`src/hw/rtl/csf_pkg.sv`:
```
package csf_pkg;

   // Context store geometry. The context index is the chunk stream id modulo CONTEXTS,
   // and CONTEXTS is a power of two.
   localparam int CONTEXTS = 64;
   localparam int CTX_W    = $clog2(CONTEXTS);

   // Chunk size register.
   localparam int                CHUNK_W     = 17;
   localparam int                MAX_CHUNK   = 65536;
   localparam logic [CHUNK_W-1:0] CHUNK_RESET = CHUNK_W'(128);
   localparam logic [CHUNK_W-1:0] CHUNK_MAX   = CHUNK_W'(MAX_CHUNK);

   // Field widths.
   localparam int CSID_W = 17;
   localparam int TS_W   = 24;
   localparam int LEN_W  = 24;
   localparam int TYPE_W = 8;
   localparam int SID_W  = 32;
   localparam int BYTE_W = 8;

   // Request tdata width: all fields, padded to whole bytes.
   localparam int REQ_FIELDS_W = CSID_W + TS_W + LEN_W + TYPE_W + SID_W + BYTE_W;
   localparam int REQ_DATA_W   = ((REQ_FIELDS_W + 7) / 8) * 8;

   // Queue between the front and the back.
   localparam int QUEUE_DEPTH = 4;

   typedef enum logic {
      OP_START   = 1'b0,
      OP_PAYLOAD = 1'b1
   } op_type;

   typedef enum logic [1:0] {
      JOB_HEADER,
      JOB_DATA,
      JOB_DROP
   } job_kind_type;

   typedef struct packed {
      logic [CSID_W-1:0] csid;
      logic [TS_W-1:0]   ts;
      logic [LEN_W-1:0]  len;
      logic [TYPE_W-1:0] mtype;
      logic [SID_W-1:0]  sid;
      logic [BYTE_W-1:0] pbyte;
   } item_type;

   typedef struct packed {
      logic [TS_W-1:0]   ts;
      logic [LEN_W-1:0]  len;
      logic [TYPE_W-1:0] mtype;
      logic [SID_W-1:0]  sid;
   } ctx_type;

   // One unit of work for the back: a header, a payload word or a dropped word.
   typedef struct packed {
      job_kind_type      kind;
      logic [1:0]        fmt;
      logic              cont;
      logic [CSID_W-1:0] csid;
      logic [TS_W-1:0]   tsv;
      logic [LEN_W-1:0]  len;
      logic [TYPE_W-1:0] mtype;
      logic [SID_W-1:0]  sid;
      logic [BYTE_W-1:0] pbyte;
   } job_type;

endpackage

```
`src/hw/rtl/csf_queue.sv`:
```
module csf_queue #(
   parameter int DEPTH = csf_pkg::QUEUE_DEPTH
) (
   input  logic              clock,
   input  logic              reset,
   input  logic              push_valid,
   output logic              push_ready,
   input  csf_pkg::job_type  push_job,
   output logic              pop_valid,
   input  logic              pop_ready,
   output csf_pkg::job_type  pop_job
);
   import csf_pkg::*;

   localparam int PTR_W = (DEPTH > 1) ? $clog2(DEPTH) : 1;
   localparam int CNT_W = $clog2(DEPTH + 1);

   job_type              slot_ff [DEPTH];
   logic [PTR_W-1:0]     wr_ff, rd_ff;
   logic [CNT_W-1:0]     count_ff;
   logic                 do_push, do_pop;

   assign push_ready = (count_ff != CNT_W'(DEPTH));
   assign pop_valid  = (count_ff != '0);
   assign do_push    = push_valid && push_ready;
   assign do_pop     = pop_valid && pop_ready;
   assign pop_job    = slot_ff[rd_ff];

   // Storage.
   always_ff @(posedge clock) begin
      if (do_push) begin
         slot_ff[wr_ff] <= push_job;
      end
   end

   // Pointers and fill count.
   always_ff @(posedge clock) begin
      if (reset) begin
         wr_ff    <= '0;
         rd_ff    <= '0;
         count_ff <= '0;
      end else begin
         if (do_push) begin
            wr_ff <= (wr_ff == PTR_W'(DEPTH - 1)) ? '0 : wr_ff + PTR_W'(1);
         end
         if (do_pop) begin
            rd_ff <= (rd_ff == PTR_W'(DEPTH - 1)) ? '0 : rd_ff + PTR_W'(1);
         end
         count_ff <= count_ff + CNT_W'(do_push) - CNT_W'(do_pop);
      end
   end

endmodule

```
`config.mk`:
```
export PLATFORM = sky130hd
export DESIGN_NAME = csf_queue
export DESIGN_NICKNAME = d
export VERILOG_FILES = /design/src/hw/rtl/csf_pkg.sv /design/src/hw/rtl/csf_queue.sv
export SDC_FILE = /design/constraint.sdc
export NUM_CORES = 1
export LEC_CHECK = 0
export BUFFER_PORTS_ARGS = -buffer_cell sky130_fd_sc_hd__clkbuf_2
export CORE_ASPECT_RATIO = 0.8
export CORE_MARGIN = 2
export CORE_UTILIZATION = 40
export CTS_CLUSTER_DIAMETER = 80
export CTS_CLUSTER_SIZE = 10
export DETAILED_ROUTE_END_ITERATION = 8
export REMOVE_ABC_BUFFERS = 1
export SLEW_MARGIN = 20
export SYNTH_ARGS = -nofsm -noshare
export SYNTH_HDL_FRONTEND = slang
export SYNTH_SLANG_ARGS = --single-unit
export TNS_END_PERCENT = 100
```
`constraint.sdc`:
```
create_clock -name clock -period 7.7 [get_ports clock]
set_input_delay 0.385 -clock clock [delete_from_list [all_inputs] [get_ports clock]]
set_output_delay 0.385 -clock clock [all_outputs]
set_load 0.005 [all_outputs]
```
# Yosys cells after proc, flatten, opt, wreduce, memory -nomap -nowiden
# Memories as Yosys holds them, arrays and structs flattened. A register that Yosys moved wholly into a read port is not among the register bits.
# Index checks and enable logic that the tools add are counted.
# word_totals
reg_bits	7
latch_bits	0
ram_bits	472
rom_bits	0
inputBits	122
elab_cells	20
n_memories	1
# classes
addsub	4
multipliers	0
div_mod_pow	0
n_lt_le_gt_ge	0
eq_ne	3
shift	0
n_mux	6
bitwise	0
reduce_logical	3
# memory_table
memory	depth	width	rd	rd_ports_with_merged_regs	wr	line	rtl
slot_ff	4	118	1	1	1	csf_queue.sv:18	job_type slot_ff [DEPTH];
# op_table
cell	n
$mux 2	4
$add 2x1->2 const B	2
$eq 2x2->1 const B	2
$add 3x1->3	1
$ne 3x3->1 const B	1
$reduce_bool 3->1	1
$sub 3x1->3	1
$logic_and 1x1->1	2
$mux 1	2

# Depth between registers and ports, before layout
# depth
ltp_word	4
ltp_mapped	11

# Worst setup path after synthesis
# Ideal clock, no wire load.
# synth_path
path_kind	flip-flop to flip-flop
startpoint	register count_ff[1]
endpoint	memory slot_ff[0][0] (netlist bit) (enable)
setup_time_ns	0.492
arrival_time_ns	3.455
required_ns	7.208
setup_slack_ns	3.753
path_stages_with_launch	4
path_buffers	1
period_less_slack_ns	3.947
cell_sequence	dfxtp_1 or3b_1 clkbuf_2 and3_1
# synth_between
elab_chain_len	4
# synth_lines
item	line	rtl
from (decl)	csf_queue.sv:20	logic [CNT_W-1:0] count_ff;
from (signal assigned)	csf_queue.sv:49	count_ff <= count_ff + CNT_W'(do_push) - CNT_W'(do_pop);
$ne 3x3->1	csf_queue.sv:23	assign push_ready = (count_ff != CNT_W'(DEPTH));
named net push_ready	csf_queue.sv:7	output logic push_ready,
$logic_and 1x1->1	csf_queue.sv:25	assign do_push = push_valid && push_ready;
$mux 1	csf_queue.sv:31	if (do_push) begin
$mux 1 (not written as such)	csf_queue.sv:32	slot_ff[wr_ff] <= push_job;
to (decl)	csf_queue.sv:18	
# The timed path passes the listed nets, and every way through them passes these cells.

==> results.cfg <==
[global_routing]
grt_pass1_wl_mm = 51.12
grt_overflow = 0
grt_pass1_vias = 8639
grtUsageTotal_pct = 14.97
antenna_found_initial = 0
grt_start_max_net_pins = 63

[die]
row_count = 68
die_area_um2 = 45350
die_h_um = 190.9
start_util_pct = 40.48
fp.dieW_um = 237.6
ios = 242
fp.coreArea_um2 = 43140

[place]
dp_hpwl_mm = 19.18
gp_congestion = 0.7012
port_buffers = 241
place_inst = 1448

[routing]
vias = 8022
via_per_inst = 5.048
drtIter0Drc = 396
first_pass_iters = 6
drt_wl_total_mm = 33.85
wl_per_cell_um = 21.30
drc = 0
ant_nets = 0

[timing]
hold_viol_final = 0
worstMarginPinSlew_ps = 982.9
min_period_ps = 3497
rsz0062_at_grt = no
fin_tns_setup_ps = 0
fin_crit_sh_pct = 45.41
finClkSkew_ps = 14.99
slew_violations = 0
timing.slew.headroom_pct = 34.47
fmax_mhz = 286.0
setup_viol = 0

[worst_hold_path]
hold_class = in2reg

[clock_tree]
clkTransAtPathRegs_ps = 50
clock-sinks = 481
clockRootBuffer = clkbuf_16
clockBufferDepth = 3
clkLatencyLatePin_ps = 570
cts_tree = yes
cts_made_buffers = 54
postCtsSetupBuffers = 0
htree_levels = 2

[logic_synthesis]
postSynthCellCount = 665
synth_top_area_share_pct = 81.17
ys_ff_latch = 481
synth_cell_types = 27
synth_area_leaders = edfxtp_1 (81%), mux4_2 (15%), dfxtp_1 (1.0%)
synthesis.area_um2 = 17460
syn-mean-instance-area_um2 = 26.26
yosys_warnings = 0
seq_area_frac_synth_pct = 82.20
synth_top_cell_by_area = edfxtp_1

[worst_setup_path]
cp_cell_sequence = buf_4 -> mux4_2 -> clkbuf_2
path_class = reg2out
cp-end-kind = output pin
slowest_delay_ps = 920
cp_max_fo = 62
worst_setup_path_start_kind = flip-flop
required_ps = 7320
cp_slowest_cell = dfxtp_4
cp.arrival_ps = 3110

[final_layout]
stdcell_count = 1589
fin_nets = 1146
final_common_cell = edfxtp_1
n_antenna_cell = 0
area_delta_synth_final_pct = 23.22
nFillCells = 3436
layout_common_cells = edfxtp_1 (472), clkbuf_2 (241), mux4_2 (118)
drive_gt1_share_pct = 42.18

[pwr]
powerDensity_nw_per_um2 = 319.3
vdd_drop_max_mv = 0.1998
power_leakage_nw = 7.254

[run]
cap_violations = 0

[status]
run_status = finished clean
[worst max-delay path: cells and delay by family (launching register included)]
kind     cells  cell delay (ps)
mux          1              440
flops        1              920
buf+inv      2             1020
[synthesized netlist by cell type]
cell type / n
a211o_1: 1
a21oi_1: 1
and2_1: 1
and3_1: 4
buf_2: 13
buf_4: 1
buf_6: 2
buf_8: 2
clkbuf_1: 9
clkbuf_2: 1
dfxtp_1: 9
edfxtp_1: 472
fa_1: 1
ha_1: 7
inv_1: 5
mux2i_1: 2
mux4_2: 118
nand2_1: 2
nand2b_1: 2
nor2_1: 3
nor2b_1: 1
nor3_1: 1
o21ai_2: 1
o31ai_1: 1
or3_1: 3
or3b_1: 1
xor2_1: 1
[cells by family (layout without fill, tap and decap cells)]
| family | after synthesis | in the layout | share of synthesized area [%] |
|---|---|---|---|
| DFF | 481 | 481 | 82.20 |
| muxes | 120 | 120 | 15.33 |
| adders and majority gates | 8 | 8 | 0.6162 |
| AOI/OAI and AO/OA | 4 | 4 | 0.1720 |
| xor gates and xnor gates | 1 | 1 | 0.05017 |
| buffers and inverters | 33 | 397 | 1.046 |
| and+or+nand+nor | 18 | 18 | 0.5804 |
[area by class of cell]
cell class,instances,area (um2),area share (%)
clock inverter,1,8.758,0.04070
inverter,5,18.77,0.08722
timing repair buffer,323,2014,9.362
multi-input combinational,151,2945,13.69
tap,560,700.7,3.256
clock buffer,68,1468,6.821
sequential,481,14360,66.74
[worst paths after layout]
check | from | end | slack (ps) | cells past startpoint
worst max-delay path | flip-flop | pop_job[72] | 4200 | 3
worst min-delay path | push_job[41] | slot_ff[0][41] | 40 | 1
worst max register to register | count_ff[1] | slot_ff[3][29] | 4760 | 4
worst min register to register | rd_ff[0] | flip-flop | 500 | 2
[flip-flops by register name, indices dropped and copies added (netlist names), named ones only]
| signal | flops |
|---|---|
| slot_ff | 472 |
| count_ff | 3 |
| rd_ff | 2 |
| wr_ff | 2 |
[metrics by stage]
step                      setup WS (ps)  area [um2]  power [W]  hold slack [ps]  util, %
final                              4203       21520   0.006871            39.15    49.88
after global routing               4039       21520   0.007192            15.03    49.88
after CTS                          4113       21520   0.006998           0.1020    49.88
after detailed placement           4619       19320   0.004718            487.3    44.79
after global placement             4699       19320   0.004700            476.2    44.79
after floorplan                    1766       17300   0.004213            451.7        -
[routing by layer]
metal,part of all wire (%),track usage (%),vias to the layer above
met5,0,0,-
met2,46,23.28,240
li1,-,-,3559
met1,45,20.68,4163
met4,2.1,4.814,0
met3,6.7,4.111,60
[report_power, final]
group,total (W),internal (W),switching (W)
combinational,0.00130,0.000670,0.000633
sequential,0.00334,0.00321,0.000126
clock,0.00223,0.00131,0.000919
total,0.00687,0.00519,0.00168
[repair_timing]
action / CTS / global route
hold buffers: 72 / 0
endpoints found under the hold margin: 264 / 0
gates resized for setup: 0 / 0
No activity file was read; power rests on OpenSTA's default activity.
