[config.mk]
export PLATFORM = sky130hd
export DESIGN_NAME = csf_back
export DESIGN_NICKNAME = d
export VERILOG_FILES = /design/src/hw/rtl/csf_pkg.sv /design/src/hw/rtl/csf_back.sv
export SDC_FILE = /design/constraint.sdc
export NUM_CORES = 1
export LEC_CHECK = 0
export BUFFER_PORTS_ARGS = -buffer_cell sky130_fd_sc_hd__buf_2
export CORE_ASPECT_RATIO = 1.5
export CORE_UTILIZATION = 44
export CTS_CLUSTER_DIAMETER = 120
export DETAILED_ROUTE_END_ITERATION = 10
export PLACE_DENSITY = 0.79
export SYNTH_ARGS = -nofsm -noshare
export SYNTH_HDL_FRONTEND = slang
export SYNTH_SLANG_ARGS = --single-unit
[constraint.sdc]
create_clock -name clock -period 5.2 [get_ports clock]
set_clock_uncertainty 0.05 [all_clocks]
set_input_delay 1.04 -clock clock [delete_from_list [all_inputs] [get_ports clock]]
set_output_delay 1.04 -clock clock [all_outputs]
set_load 0.01 [all_outputs]
[src/hw/rtl/csf_pkg.sv]
package csf_pkg;

   // Context store geometry. The context index is the chunk stream id modulo CONTEXTS,
   // and CONTEXTS is a power of two.
   localparam int CONTEXTS = 64;
   localparam int CTX_W    = $clog2(CONTEXTS);

   // Chunk size register.
   localparam int                CHUNK_W     = 17;
   localparam int                MAX_CHUNK   = 65536;
   localparam logic [CHUNK_W-1:0] CHUNK_RESET = CHUNK_W'(128);
   localparam logic [CHUNK_W-1:0] CHUNK_MAX   = CHUNK_W'(MAX_CHUNK);

   // Field widths.
   localparam int CSID_W = 17;
   localparam int TS_W   = 24;
   localparam int LEN_W  = 24;
   localparam int TYPE_W = 8;
   localparam int SID_W  = 32;
   localparam int BYTE_W = 8;

   // Request tdata width: all fields, padded to whole bytes.
   localparam int REQ_FIELDS_W = CSID_W + TS_W + LEN_W + TYPE_W + SID_W + BYTE_W;
   localparam int REQ_DATA_W   = ((REQ_FIELDS_W + 7) / 8) * 8;

   // Queue between the front and the back.
   localparam int QUEUE_DEPTH = 4;

   typedef enum logic {
      OP_START   = 1'b0,
      OP_PAYLOAD = 1'b1
   } op_type;

   typedef enum logic [1:0] {
      JOB_HEADER,
      JOB_DATA,
      JOB_DROP
   } job_kind_type;

   typedef struct packed {
      logic [CSID_W-1:0] csid;
      logic [TS_W-1:0]   ts;
      logic [LEN_W-1:0]  len;
      logic [TYPE_W-1:0] mtype;
      logic [SID_W-1:0]  sid;
      logic [BYTE_W-1:0] pbyte;
   } item_type;

   typedef struct packed {
      logic [TS_W-1:0]   ts;
      logic [LEN_W-1:0]  len;
      logic [TYPE_W-1:0] mtype;
      logic [SID_W-1:0]  sid;
   } ctx_type;

   // One unit of work for the back: a header, a payload word or a dropped word.
   typedef struct packed {
      job_kind_type      kind;
      logic [1:0]        fmt;
      logic              cont;
      logic [CSID_W-1:0] csid;
      logic [TS_W-1:0]   tsv;
      logic [LEN_W-1:0]  len;
      logic [TYPE_W-1:0] mtype;
      logic [SID_W-1:0]  sid;
      logic [BYTE_W-1:0] pbyte;
   } job_type;

endpackage

[src/hw/rtl/csf_back.sv]
module csf_back (
   input  logic                          clock,
   input  logic                          reset,
   input  logic                          job_valid,
   output logic                          job_ready,
   input  csf_pkg::job_type              job,
   output logic                          rsp_valid,
   input  logic                          rsp_ready,
   output logic [csf_pkg::BYTE_W-1:0]    rsp_byte,
   output logic                          rsp_last,
   output logic                          rsp_drop
);
   import csf_pkg::*;

   logic [3:0]  step_ff;
   logic        valid_ff;
   logic [7:0]  byte_ff, byte_in;
   logic        last_ff, last_in;
   logic        drop_ff;
   logic        emit;
   logic [1:0]  nb;
   logic [3:0]  mh;
   logic [3:0]  total;
   logic [3:0]  j;

   // Length of the basic header for a chunk stream id.
   function automatic logic [1:0] basic_len(input logic [CSID_W-1:0] csid);
      if (csid < CSID_W'(64)) begin
         return 2'd1;
      end else if (csid < CSID_W'(320)) begin
         return 2'd2;
      end else begin
         return 2'd3;
      end
   endfunction

   // Byte k of the basic header.
   function automatic logic [7:0] basic_byte(input logic [1:0] fmt,
                                             input logic [CSID_W-1:0] csid,
                                             input logic [3:0] k);
      logic [CSID_W-1:0] off;
      logic [7:0]        b;
      off = csid - CSID_W'(64);
      b   = '0;
      if (k == 4'd0) begin
         if (csid < CSID_W'(64)) begin
            b = {fmt, csid[5:0]};
         end else if (csid < CSID_W'(320)) begin
            b = {fmt, 6'd0};
         end else begin
            b = {fmt, 6'd1};
         end
      end else if (k == 4'd1) begin
         b = off[7:0];
      end else begin
         b = off[15:8];
      end
      return b;
   endfunction

   // Byte j of the message header: timestamp, length, type, stream id little endian.
   function automatic logic [7:0] msg_byte(input job_type jb, input logic [3:0] jj);
      logic [7:0] b;
      b = '0;
      case (jj)
         4'd0:    b = jb.tsv[23:16];
         4'd1:    b = jb.tsv[15:8];
         4'd2:    b = jb.tsv[7:0];
         4'd3:    b = jb.len[23:16];
         4'd4:    b = jb.len[15:8];
         4'd5:    b = jb.len[7:0];
         4'd6:    b = jb.mtype;
         4'd7:    b = jb.sid[7:0];
         4'd8:    b = jb.sid[15:8];
         4'd9:    b = jb.sid[23:16];
         4'd10:   b = jb.sid[31:24];
         default: b = '0;
      endcase
      return b;
   endfunction

   // Word count and current word of the job at the head of the queue.
   always_comb begin
      nb = basic_len(job.csid);
      unique case (job.fmt)
         2'd0:    mh = 4'd11;
         2'd1:    mh = 4'd7;
         2'd2:    mh = 4'd3;
         default: mh = 4'd0;
      endcase
      j       = step_ff - {2'b00, nb};
      byte_in = '0;
      unique case (job.kind)
         JOB_HEADER: begin
            total = {2'b00, nb} + mh;
            if (step_ff < {2'b00, nb}) begin
               byte_in = basic_byte(job.fmt, job.csid, step_ff);
            end else begin
               byte_in = msg_byte(job, j);
            end
         end
         JOB_DATA: begin
            total = job.cont ? {2'b00, nb} + 4'd1 : 4'd1;
            if (job.cont && (step_ff < {2'b00, nb})) begin
               byte_in = basic_byte(2'd3, job.csid, step_ff);
            end else begin
               byte_in = job.pbyte;
            end
         end
         default: begin
            total = 4'd1;
         end
      endcase
      last_in = (step_ff == total - 4'd1);
   end

   assign emit      = job_valid && (!valid_ff || rsp_ready);
   assign job_ready = emit && last_in;

   // Word counter within the current job.
   always_ff @(posedge clock) begin
      if (reset) begin
         step_ff <= '0;
      end else if (emit) begin
         step_ff <= last_in ? 4'd0 : step_ff + 4'd1;
      end
   end

   // Output register.
   always_ff @(posedge clock) begin
      if (reset) begin
         valid_ff <= 1'b0;
      end else if (emit) begin
         valid_ff <= 1'b1;
      end else if (rsp_ready) begin
         valid_ff <= 1'b0;
      end
   end

   always_ff @(posedge clock) begin
      if (emit) begin
         byte_ff <= byte_in;
         last_ff <= last_in;
         drop_ff <= (job.kind == JOB_DROP);
      end
   end

   assign rsp_valid = valid_ff;
   assign rsp_byte  = byte_ff;
   assign rsp_last  = last_ff;
   assign rsp_drop  = drop_ff;

endmodule

**Yosys cells after proc, flatten, opt, wreduce, memory -nomap -nowiden**

Index checks and enable logic that the tools add are counted.

- Bits in registers: 15
- Input port bits: 122
- Logic and storage cells: 59
- Output and inout bits: 12

- Add/subtract/negate cells: 6
- Equal/unequal tests: 16
- Muxes and demuxes: 19
- Reduce and logical (&&, ||, !) cells: 10
- Order comparisons: 3

Operators by type and width:

| cell | number |
|---|---|
| 8-bit one-hot mux with 11 select lines | 1 |
| 8-bit 2-to-1 mux | 5 |
| 17-bit by 7-bit < comparator with 1-bit output, second input constant | 1 |
| 17-bit by 9-bit < comparator with 1-bit output, second input constant | 1 |
| 4-bit by 3-bit equality test with 1-bit output, second input constant | 4 |
| 8-bit one-hot mux with 2 select lines | 1 |
| 16-bit by 7-bit subtractor with 16-bit output, second input constant | 1 |
| 4-bit equality test, second input constant | 3 |
| 6-bit 2-to-1 mux | 2 |
| 4-bit one-hot mux with 3 select lines | 1 |
| 4-bit by 1-bit equality test with 1-bit output, second input constant | 2 |
| 4-bit by 2-bit equality test with 1-bit output, second input constant | 2 |
| 4-bit logical NOT | 2 |
| 4-bit one-hot mux with 2 select lines | 1 |
| 1-bit 2-to-1 mux | 5 |
| 2-bit by 4-bit adder with 4-bit output | 1 |
| 4-bit by 1-bit adder with 4-bit output, second input constant | 1 |
| 2-bit by 1-bit equality test with 1-bit output, second input constant | 2 |
| 2-bit equality test, second input constant | 2 |
| 4-bit equality test | 1 |
| 2-bit logical NOT | 2 |
| 4-bit by 2-bit < comparator with 1-bit output | 1 |
| 4-bit 2-to-1 mux | 1 |
| 4-bit by 1-bit subtractor with 4-bit output, second input constant | 1 |
| 8 further kinds | 10 |

**Logic depth before layout (Yosys ltp)**

Gate-level depths: netlist of the first run.

- Word-level depth: 9
- Depth in mapped cells: 15
- Mapped depth without buffers: 15

**Worst setup path after synthesis of the first run**

OpenSTA, ideal clock, no wires.

- Path type: in2out
- Start: input job[110] (netlist name)
- End: output job_ready
- Stages on the path: 15
- Required time: 4.110 ns
- Path slack: -0.136 ns
- Path buffers: 0
- Data arrival time: 4.246 ns
- Cells stage by stage: nor4_4 -> and4b_1 -> inv_1 -> ha_1 -> a21boi_0 -> or2_2 -> o41a_1 -> o32ai_1 -> a31oi_1 -> ha_1 -> xor2_1 -> o211ai_1 -> a311oi_2 -> and3_1 -> and2_1

- Word-level cells in the longest chain between the ends: 9
- Elaborated cells between the ends (all ways): 11
- Those cells by class: add/sub (3); order compare (2); eq/ne (1); mux (4); reduce/logical (1)

RTL lines:

| element | RTL line | RTL |
|---|---|---|
| from (decl) | csf_back.sv:6 | `input csf_pkg::job_type job,` |
| 17-bit by 9-bit < comparator with 1-bit output | csf_back.sv:30 | `end else if (csid < CSID_W'(320)) begin` |
| 1-bit 2-to-1 mux | csf_back.sv:30 |  |
| 2-bit 2-to-1 mux * | csf_back.sv:28 | `if (csid < CSID_W'(64)) begin` |
| 2-bit by 1-bit adder with 3-bit output | csf_back.sv:103 | `total = job.cont ? {2'b00, nb} + 4'd1 : 4'd1;` |
| 3-bit 2-to-1 mux | csf_back.sv:103 |  |
| 4-bit one-hot mux with 2 select lines * | csf_back.sv:93 | `unique case (job.kind)` |
| 4-bit by 1-bit subtractor with 4-bit output * | csf_back.sv:114 | `last_in = (step_ff == total - 4'd1);` |
| 4-bit equality test * | csf_back.sv:114 |  |
| via last_in | csf_back.sv:18 | `logic last_ff, last_in;` |
| 1-bit logical AND * | csf_back.sv:118 | `assign job_ready = emit && last_in;` |
| to (decl) | csf_back.sv:5 | `output logic job_ready,` |

Mark *: on every way through the listed nets, which the timed path passes. The rest lies on a longest branch.

**Worst setup path after layout of the first run**

- Start: input job[109] (netlist name)
- End: output job_ready

Same word-level chain as after synthesis.

==> results by group, run 1 <==
Status
  • Status: complete, no violations

Logic synthesis
  • Post-synth ARST share: 0%
  • Syn_area_per_cell: 7.57 um2
  • Post-synthesis simple-gate area fraction: 27.2%
  • Ys flop type: edfxtp_1
  • Compound-cell area share of the yosys netlist: 36.9%
  • Post-Syn Instances: 383
  • Cell Area, Synth: 2900 um2
  • Sequential element share of the synthesized area: 13.8%
  • Yosys reg bits: 15
  • Synth area leaders: edfxtp_1, o21ai_0, mux2i_1, nor2_1, a21oi_1
  • Synth unique cells: 80
  • Post-synthesis mux area share: 7.51%
  • EDFF count, synth: 10
  • Xor and xnor area share after synthesis: 3.88%
  • Post-synth top area share: 10.4%
  • Synth Area in Adders: 4.14%
  • Synth warn: 0
  • Syn_nets: 514
  • Top cell type by total area after synthesis: edfxtp_1
  • Main combinational cell family by area after synthesis: compound AO/OA/AOI/OAI gates

Die
  • Vert. Die Dim: 101 um
  • Die Wd: 68.3 um
  • Initial Util: 46.3%
  • Rows: 35
  • DIE AREA: 6920 um2
  • Num ports: 134
  • Core area: 6260 um2

Critical path
  • Flop2flop setup slack: 1.87 ns
  • Kind of critical path: in2out
  • Worst r2r src: step_ff[0]$_SDFFE_PP0P_
  • Worst reg-to-reg path cell count: 12
  • CP required: 4.11 ns
  • Worst-path cell chain: buf_6 > nor4_4 > and4b_1 > inv_2 > ha_4 > a21boi_4 > or2_4 > o41a_1 > o32ai_2 > a31oi_1 > ha_1 > xor2_1 > o211ai_1 > a311oi_2 > and3_1 > and2_4 > buf_6
  • Type of origin of the critical path: input port
  • Crit path max-delay family: simple AND/OR/NAND/NOR gates
  • Crit path buf inv count: 3
  • Worst setup EP type: output pin
  • CP dominant cell by count: buf_6
  • Cell count along the critical path: 17
  • Critical path startpoint: job[109]
  • Slowest-stage cell, CP: o41a_1
  • Reg-to-reg critical path endpoint: rsp_byte[1]$_DFFE_PP_
  • Worst Setup EP: job_ready
  • Worst Path Arrival: 4.08 ns
  • Maximum fanout along the worst path: 3
  • CP max stage delay: 0.32 ns

Placement
  • I/O Buffers: 133
  • Placed cell area: 3700 um2
  • Post-detail-place hpwl: 8210 um
  • Placed insts: 586
  • Gpl congestion: 0.970

Final layout
  • Final instance area: 3940 um2
  • Nets: 661
  • Final std cells w/o fill: 603
  • Area grow syn2layout: 35.8%
  • Diodes inserted: 0
  • Proportion of layout cells with a drive suffix above 1: 38.9%

Power
  • Max VDD drop: 0.0000853 V
  • PD cells: 142 nW/um2
  • Leak Pwr: 1.68 nW

Routing
  • Routed WL per cell: 17.5 um
  • Via/cell ratio: 6.32
  • Via count: 3813
  • # DRC: 0
  • Number of DRC markers in iteration 0: 293
  • Post-Route WL: 10600 um
  • Final ANT Viol Nets: 0
  • DR pass1 iterations: 6

STA
  • FMAX: 194 MHz
  • Tightest Pin Transition: 0.953 ns
  • Slew margin rel.: 36.4%
  • Hold_ws: 0.483 ns
  • Final hold viol count: 0
  • RSZ-0062 raised after global routing: yes
  • Final worst-path cycle share: 99.4%
  • Tmin final: 5.17 ns
  • # setup viols final: 0
  • Slew Limit Fails: 0

GRT
  • Tot GR Track Use: 29.7%
  • Largest net degree at the start of global routing: 25
  • Global-route wire length before repair: 15900 um
  • Vias in the first global route: 3546
  • Initial antenna violation count: 0
  • Congestion Overflow GR: 0

Job
  • Max-cap violations: 0

Clock tree
  • Clock insertion delay at the later pin of the skew report: 0.25 ns
  • CTS Buf Count: 3
  • Worst-path clk slew: 0.06 ns
  • Root Driver: clkbuf_8
  • # H-tree levels: 1
  • Clk sinks: 15
  • Clock Tree Buf Depth: 2
  • TritonCTS clock tree: built

Min path
  • HP Class: reg2reg
==> final cells by class <==
type	count	area [um2]
Multi-Input combinational cell	326	2380
Fill cell	580	2330
Timing Repair Buffer	169	962
Sequential cell	15	400
Tap cell	74	92.6
Inverter	15	56.3
Clock buffer	4	45.0
==> what timing repair did <==
action	4_1_cts	5_1_grt
pin swaps	12	8
setup endpoints to repair	1	9
resized for setup	11	9
hold buffers	0	0
gates cloned	0	0
setup buffers	10	3
==> cells in the mapped netlist, types with 3 or more instances <==
| library cell | instances |
|---|---|
| a211oi_1 | 4 |
| a21boi_0 | 3 |
| a21o_1 | 4 |
| a21oi_1 | 22 |
| a221o_1 | 3 |
| a221oi_1 | 5 |
| a22o_1 | 6 |
| a22oi_1 | 4 |
| and2_1 | 6 |
| and3_1 | 6 |
| buf_2 | 9 |
| buf_4 | 3 |
| clkbuf_1 | 13 |
| dfxtp_1 | 5 |
| edfxtp_1 | 10 |
| ha_1 | 8 |
| inv_1 | 14 |
| mux2i_1 | 15 |
| nand2_1 | 26 |
| nand2b_1 | 10 |
| nand3_1 | 9 |
| nand3b_1 | 6 |
| nand4_1 | 4 |
| nor2_1 | 36 |
| nor2b_1 | 6 |
| nor3_1 | 3 |
| o2111ai_1 | 3 |
| o211ai_1 | 14 |
| o21ai_0 | 39 |
| o221ai_1 | 5 |
| o22ai_1 | 3 |
| o32ai_1 | 3 |
| or2_2 | 3 |
| xnor2_1 | 7 |
| xor2_1 | 4 |
==> worst reg2reg max path, delay by kind of cell, from the launching register on <==
| kind | cells | cell delay [ns] |
|---|---|---|
| adder cells (fa/ha/maj) | 2 | 0.64 |
| flip-flops | 1 | 0.43 |
| AND/OR/NAND/NOR | 3 | 0.42 |
| buffers and inverters | 4 | 0.64 |
| AO/OA/AOI/OAI | 3 | 0.87 |
==> metal layers <==
layer | GRT usage, % | up-vias | wire length (um)
li1 | - | 1778 | -
met1 | 32.7 | 1760 | 3880
met2 | 52.8 | 224 | 5320
met3 | 3.49 | 51 | 884
met4 | 16.7 | 0 | 490
met5 | 0 | - | 0
==> power breakdown <==
group          switching [mW]  internal [mW]  total, mW  leakage (nW)
Combinational           0.174          0.145      0.320          1.52
Sequential            0.00741          0.139      0.146         0.141
Clock                  0.0388         0.0542     0.0930        0.0228
==> flip-flops by register name, indices dropped and copies added (netlist names) <==
signal and count:
rsp_valid 1, rsp_byte 8, rsp_last 1, rsp_drop 1, step_ff 4
==> stage by stage <==
| stage | power, mW | utilization [%] | TNS, ns | setup slack (ns) |
|---|---|---|---|---|
| 2_1_floorplan | 0.326 | - | 0 | 0.0117 |
| 3_3_place_gp | 0.445 | 59.1 | -0.0541 | -0.0541 |
| 6_report | 0.559 | 62.9 | 0 | 0.0324 |
| 4_1_cts | 0.550 | 61.9 | -0.0326 | -0.0195 |
| 3_5_place_dp | 0.450 | 59.1 | -0.148 | -0.148 |
| 5_1_grt | 0.591 | 62.9 | -0.117 | -0.117 |
==> cell families (layout without fill, tap and decap cells) <==
group | count (synthesis) | count (layout)
buf+inv | 42 | 188
simple gates | 136 | 136
xor+xnor | 12 | 12
compound gates | 150 | 150
flops | 15 | 15
fa+ha+maj | 9 | 9
mux | 19 | 19
==> how the worst min path moves through the flow <==
| stage | from | end | cells past startpoint |
|---|---|---|---|
| after floorplan | rsp_valid$_SDFFE_PP0P_ | rsp_valid$_SDFFE_PP0P_ | 2 |
| after global placement | rsp_valid$_SDFFE_PP0P_ | rsp_valid$_SDFFE_PP0P_ | 2 |
| after detailed placement | rsp_valid$_SDFFE_PP0P_ | rsp_valid$_SDFFE_PP0P_ | 2 |
| after CTS | rsp_valid$_SDFFE_PP0P_ | rsp_valid$_SDFFE_PP0P_ | 2 |
| after global routing | rsp_valid$_SDFFE_PP0P_ | rsp_valid$_SDFFE_PP0P_ | 2 |
| final | rsp_valid$_SDFFE_PP0P_ | rsp_valid$_SDFFE_PP0P_ | 2 |
==> placed cells by master (no fill, tap or decap), types with 6 or more instances in the layout <==
master	instances
buf_2	129
o21ai_0	39
nor2_1	35
buf_4	35
nand2_1	26
a21oi_1	22
mux2i_1	15
o211ai_1	14
inv_1	13
nand2b_1	10
edfxtp_1	10
nand3_1	9
xnor2_1	7
ha_1	7
nand3b_1	6
and3_1	6
a22o_1	6
(Power assumes the default switching activity.)
==> run 2: changes to the inputs <==
Settings changed: BUFFER_PORTS_ARGS -buffer_cell sky130_fd_sc_hd__buf_2 to -buffer_cell sky130_fd_sc_hd__buf_4, TNS_END_PERCENT from default to 50.
==> results by group, run 2 (same netlist as run 1, synthesis figures left out) <==
Status
  • Status: finished with violations
  • Failing checks: negative setup slack

Clock tree
  • Worst-path clk slew: 0.06 ns (about the same)
  • Clock Tree Buf Depth: 2 (unchanged)
  • Clock insertion delay at the later pin of the skew report: 0.24 ns (about the same)
  • CTS Buf Count: 3 (unchanged)
  • # H-tree levels: 1 (unchanged)
  • Clk sinks: 15 (unchanged)
  • CTS Hold Bufs: 0 (unchanged)
  • TritonCTS clock tree: built
  • Root Driver: clkbuf_8

GRT
  • M2 GR Usage: 56.3% (+3.5 points)
  • Global-route wire length before repair: 16800 um (+6.0%)
  • Largest net degree at the start of global routing: 27 (+8.0%)
  • Initial antenna violation count: 0 (unchanged)
  • Congestion Overflow GR: 0 (unchanged)
  • Tot GR Track Use: 31.7% (+2.0 points)
  • Routing usage on met3: 5.74% (+2.3 points)
  • Vias in the first global route: 3626 (+2.3%)
  • GR Util met1: 35.0% (+2.3 points)
  • Gr busiest metal: met2

Critical path
  • Kind of critical path: in2out
  • Worst r2r src: step_ff[0]$_SDFFE_PP0P_
  • Crit path max-delay family: simple AND/OR/NAND/NOR gates
  • Crit path buf inv count: 3 (unchanged)
  • Worst reg-to-reg path cell count: 11 (-1)
  • Reg-to-reg critical path endpoint: rsp_byte[0]$_DFFE_PP_
  • Worst Path Arrival: 4.13 ns (+0.05 ns)
  • Worst-path cell chain: buf_8 > nor4_4 > and4b_1 > inv_2 > ha_4 > a21boi_4 > or2_4 > o41a_1 > o32ai_2 > a31oi_1 > ha_1 > xor2_1 > o211ai_1 > a311oi_2 > and3_1 > and2_4 > buf_6
  • Cell count along the critical path: 17 (unchanged)
  • CP required: 4.11 ns (about the same)
  • Maximum fanout along the worst path: 2 (-1)
  • Slowest-stage cell, CP: o41a_1
  • Critical path startpoint: job[110]
  • Worst setup EP type: output pin
  • Worst Setup EP: job_ready
  • Flop2flop setup slack: 1.83 ns (-0.04 ns)
  • Type of origin of the critical path: input port
  • CP max stage delay: 0.32 ns (about the same)

Final layout
  • Proportion of layout cells with a drive suffix above 1: 38.3% (-0.61 points)
  • Diodes inserted: 0 (unchanged)
  • Commonest cells after routing, fill and taps aside: buf_4, o21ai_0, nor2_1
  • Nets: 659 (-0.30%)
  • Storage cell area: 400 um2 (unchanged)
  • Commonest non-fill, non-tap cell in the layout: buf_4
  • Final std cells w/o fill: 601 (-0.33%)
  • Fillers: 540 (-6.9%)
  • Core Util, Final: 67.5% (+4.6 points)
  • Max FFs per register: 8 (unchanged)
  • Area of the multi-input gates: 2360 um2 (-0.95%)
  • Area grow syn2layout: 45.7%
  • Final instance area: 4230 um2 (+7.3%)

Power
  • PD cells: 139 nW/um2 (-2.4%)
  • Final Power: 0.586 mW (+4.8%)
  • Max VDD drop: 0.0000942 V (+10%)
  • Leak Pwr: 1.78 nW (+5.5%)

Min path
  • HP Class: reg2reg
  • Hold_sp: rsp_valid$_SDFFE_PP0P_

Die
  • Vert. Die Dim: 101 um (unchanged)
  • Core area: 6260 um2 (unchanged)
  • Num ports: 134 (unchanged)
  • DIE AREA: 6920 um2 (unchanged)
  • Rows: 35 (unchanged)
  • Initial Util: 46.3% (unchanged)
  • Die Wd: 68.3 um (unchanged)

STA
  • Setup_tns: -0.0224 ns (-0.0224 ns)
  • Final setup margin: -0.0224 ns (-0.0549 ns)
  • # setup viols final: 1 (+1)
  • Slew margin rel.: 36.0% (-0.39 points)
  • Tightest Pin Transition: 0.959 ns (+0.00588 ns)
  • Tmin final: 5.22 ns (+0.0549 ns)
  • Final worst-path cycle share: 100% (+1.1 points)
  • FMAX: 191 MHz (-1.1%)
  • RSZ-0062 raised after global routing: yes
  • Hold_ws: 0.462 ns (-0.0213 ns)
  • Final hold viol count: 0 (unchanged)
  • Slew Limit Fails: 0 (unchanged)

Routing
  • Number of DRC markers in iteration 0: 374 (+28%)
  • Via count: 3821 (+0.21%)
  • DR pass1 iterations: 5 (-1)
  • Via/cell ratio: 6.36 (+0.54%)
  • Post-Route WL: 11100 um (+5.2%)
  • Routed WL per cell: 18.5 um (+5.5%)
  • # DRC: 0 (unchanged)
  • Final ANT Viol Nets: 0 (unchanged)

Job
  • Max-cap violations: 0 (unchanged)

Placement
  • Gpl congestion: 0.979 (+0.88%)
  • Placed cell area: 4040 um2 (+9.2%)
  • I/O Buffers: 133 (unchanged)
  • Placed insts: 587 (+0.17%)
  • Post-detail-place hpwl: 8800 um (+7.3%)
  • Pre-CTS WS: -0.197 ns (-0.0490 ns)
-- run 2: how the worst min path moves through the flow --
| stage | slack, ns | cells after the start | to |
|---|---|---|---|
| 3_3_place_gp | 0.44 | 2 | rsp_valid$_SDFFE_PP0P_ |
| 5_1_grt | 0.49 | 2 | rsp_valid$_SDFFE_PP0P_ |
| 6_report | 0.46 | 2 | rsp_valid$_SDFFE_PP0P_ |
| 4_1_cts | 0.47 | 2 | rsp_valid$_SDFFE_PP0P_ |
| 2_1_floorplan | 0.46 | 2 | rsp_valid$_SDFFE_PP0P_ |
| 3_5_place_dp | 0.46 | 2 | rsp_valid$_SDFFE_PP0P_ |
-- run 2: report_power, final --
part	internal, mW	switching, mW	leakage, nW
registers	0.139	0.00765	0.141
clock network	0.0529	0.0393	0.0255
logic	0.172	0.175	1.61
total	0.364	0.222	1.78
-- run 2: worst reg2reg max path, stage by stage, from the launching register on --
cell and delay (ns):
dfxtp_1 0.54, inv_1 0.12, ha_1 0.24, inv_1 0.08
fa_2 0.44, buf_4 0.24, nor2b_1 0.25, o2bb2ai_1 0.19
o21ai_1 0.10, o211ai_1 0.12, a2111oi_0 0.56, o22ai_1 0.18
-- run 2: final cells by class --
cell class                      instances  share of cell area (%)
Inverter                               15                    1.33
Clock buffer                            3                   0.977
Sequential cell                        15                    9.48
Timing Repair Buffer                  167                    30.1
Multi-Input combinational cell        326                    55.8
Clock inverter                          1                   0.118
Tap cell                               74                    2.19
-- run 2: layer usage --
metal,vias up,wire length [um]
met5,-,0
met4,0,517
met3,56,983
met2,249,5640
met1,1744,3980
li1,1772,-
-- run 2: what timing repair did --
action / in CTS / in global routing
gates resized for setup: 8 / 6
pin swaps: 11 / 9
gates cloned: 0 / 0
buffers inserted: 8 / 2
setup endpoints to repair: 1 / 9
==> run 3: changes to the inputs <==
Settings changed: SKIP_CTS_REPAIR_TIMING from default to 1.
==> results by group, run 3 (same netlist as run 1, synthesis figures left out) <==
Die
  • Core area: 6260 um2 (unchanged)
  • Vert. Die Dim: 101 um (unchanged)
  • Die Wd: 68.3 um (unchanged)
  • Initial Util: 46.3% (unchanged)
  • DIE AREA: 6920 um2 (unchanged)
  • Num ports: 134 (unchanged)
  • Rows: 35 (unchanged)

Routing
  • Via/cell ratio: 6.40 (+0.70%)
  • Number of DRC markers in iteration 0: 349 (-6.7%)
  • Routed WL per cell: 18.6 um (+0.29%)
  • Post-Route WL: 11000 um (-0.88%)
  • DR pass1 iterations: 5 (unchanged)
  • Final ANT Viol Nets: 0 (unchanged)
  • # DRC: 0 (unchanged)
  • Via count: 3803 (-0.47%)

Power
  • Max VDD drop: 0.0000941 V (-0.14%)
  • PD cells: 140 nW/um2 (+1.0%)
  • Leak Pwr: 1.75 nW (-1.6%)

Clock tree
  • Clock insertion delay at the later pin of the skew report: 0.24 ns (about the same)
  • Clock Tree Buf Depth: 2 (unchanged)
  • # H-tree levels: 1 (unchanged)
  • TritonCTS clock tree: built
  • Clk sinks: 15 (unchanged)
  • Root Driver: clkbuf_8
  • Worst-path clk slew: 0.06 ns (about the same)
  • CTS Buf Count: 3 (unchanged)

Min path
  • Endpoint, Worst Hold: rsp_valid$_SDFFE_PP0P_
  • Hold depth: 2 (unchanged)
  • Hold_sp: rsp_valid$_SDFFE_PP0P_
  • HP Class: reg2reg

Final layout
  • Commonest cells after routing, fill and taps aside: buf_4, o21ai_0, nor2_1
  • Diodes inserted: 0 (unchanged)
  • Storage cell area: 400 um2 (unchanged)
  • Commonest non-fill, non-tap cell in the layout: buf_4
  • Max FFs per register: 8 (unchanged)
  • Area grow syn2layout: 43.6%
  • Area of the multi-input gates: 2350 um2 (-0.42%)
  • Proportion of layout cells with a drive suffix above 1: 37.3% (-1.0 points)
  • Final instance area: 4160 um2 (-1.5%)
  • Core Util, Final: 66.5% (-1.0 points)
  • Nets: 652 (-1.1%)
  • Fillers: 548 (+1.5%)

Job
  • Max-cap violations: 0 (unchanged)

Critical path
  • Worst setup EP type: output pin
  • Type of origin of the critical path: input port
  • Worst Path Arrival: 4.21 ns (+0.08 ns)
  • Worst reg-to-reg path cell count: 10 (-1)
  • CP required: 4.11 ns (about the same)
  • Flop2flop setup slack: 1.47 ns (-0.36 ns)
  • Maximum fanout along the worst path: 3 (+1)
  • Reg-to-reg critical path endpoint: rsp_byte[4]$_DFFE_PP_
  • Kind of critical path: in2out
  • Worst r2r src: step_ff[0]$_SDFFE_PP0P_

STA
  • Slew margin rel.: 38.7% (+2.8 points)
  • FMAX: 189 MHz (-1.5%)
  • Final hold viol count: 0 (unchanged)
  • Final worst-path cycle share: 102% (+1.5 points)
  • Final setup margin: -0.103 ns (-0.0806 ns)
  • RSZ-0062 raised after global routing: yes
  • Slew Limit Fails: 0 (unchanged)
  • Hold_ws: 0.464 ns (+0.00179 ns)
  • # setup viols final: 1 (unchanged)
  • Tmin final: 5.30 ns (+0.0806 ns)
  • Tightest Pin Transition: 0.918 ns (-0.0414 ns)

Placement
  • I/O Buffers: 133 (unchanged)
  • Post-detail-place hpwl: 8800 um (unchanged)
  • Gpl congestion: 0.979 (unchanged)
  • Placed cell area: 4040 um2 (unchanged)
  • Pre-CTS WS: -0.197 ns (unchanged)

GRT
  • Global-route wire length before repair: 16600 um (-1.4%)
  • Congestion Overflow GR: 0 (unchanged)
  • Vias in the first global route: 3574 (-1.4%)
  • Initial antenna violation count: 0 (unchanged)
  • Tot GR Track Use: 31.2% (-0.47 points)
  • Largest net degree at the start of global routing: 27 (unchanged)

Status
  • Status: finished with violations
  • Failing checks: negative setup slack
run 3: changes by cell type in the layout (fill, tap and decap cells not counted):
cell / previous run / this run
fa_2: 1 / 0
a211oi_2: 1 / 2
fa_1: 0 / 1
a211oi_4: 1 / 0
buf_4: 163 / 156
run 3: stage by stage:
stage | instances | TNS [ns] | power (mW)
global route | 594 | -0.282 | 0.614
finish | 594 | -0.103 | 0.583
detailed placement | 587 | -0.197 | 0.480
CTS | 591 | -0.200 | 0.572
floorplan | 383 | 0 | 0.326
global placement | 587 | -0.0649 | 0.477
run 3: worst max-delay path, stage by stage:
cell,delay [ns]
buf_8,0.10
nor4_4,0.30
and4b_1,0.27
inv_2,0.06
ha_4,0.15
a21boi_4,0.13
or2_4,0.23
o41a_1,0.32
o32ai_2,0.13
a31oi_1,0.14
ha_1,0.31
xor2_1,0.15
o211ai_1,0.13
a311oi_2,0.29
and3_1,0.22
and2_4,0.15
buf_6,0.09
run 3: layout make-up:
| cell class | count | share of cell area [%] |
|---|---|---|
| timing repair buffer | 160 | 29.3 |
| tap | 74 | 2.22 |
| clock buffer | 3 | 0.992 |
| sequential | 15 | 9.62 |
| clock inverter | 1 | 0.120 |
| inverter | 15 | 1.35 |
| multi-input combinational | 326 | 56.4 |
run 3: how the worst max path moves through the flow:
stage / start / end / slack (ns) / cells after the start
floorplan: job[108] / job_ready / 0.01 / 15
global placement: job[108] / job_ready / -0.06 / 17
detailed placement: job[108] / job_ready / -0.20 / 17
CTS: job[108] / job_ready / -0.20 / 17
global route: job[110] / job_ready / -0.28 / 17
finish: job[110] / job_ready / -0.10 / 17
run 3: per-layer routing:
metal	up-vias	track usage (%)	part of all wire [%]
li1	1762	-	-
met1	1740	34.4	36
met2	257	55.7	51
met3	44	5.63	8.7
met4	0	14.4	4.2
met5	-	0	0
run 3: report_power, final:
part / total [mW] / internal (mW) / switching (mW)
clock network: 0.0919 / 0.0529 / 0.0389
registers: 0.147 / 0.139 / 0.00769
logic: 0.344 / 0.171 / 0.173
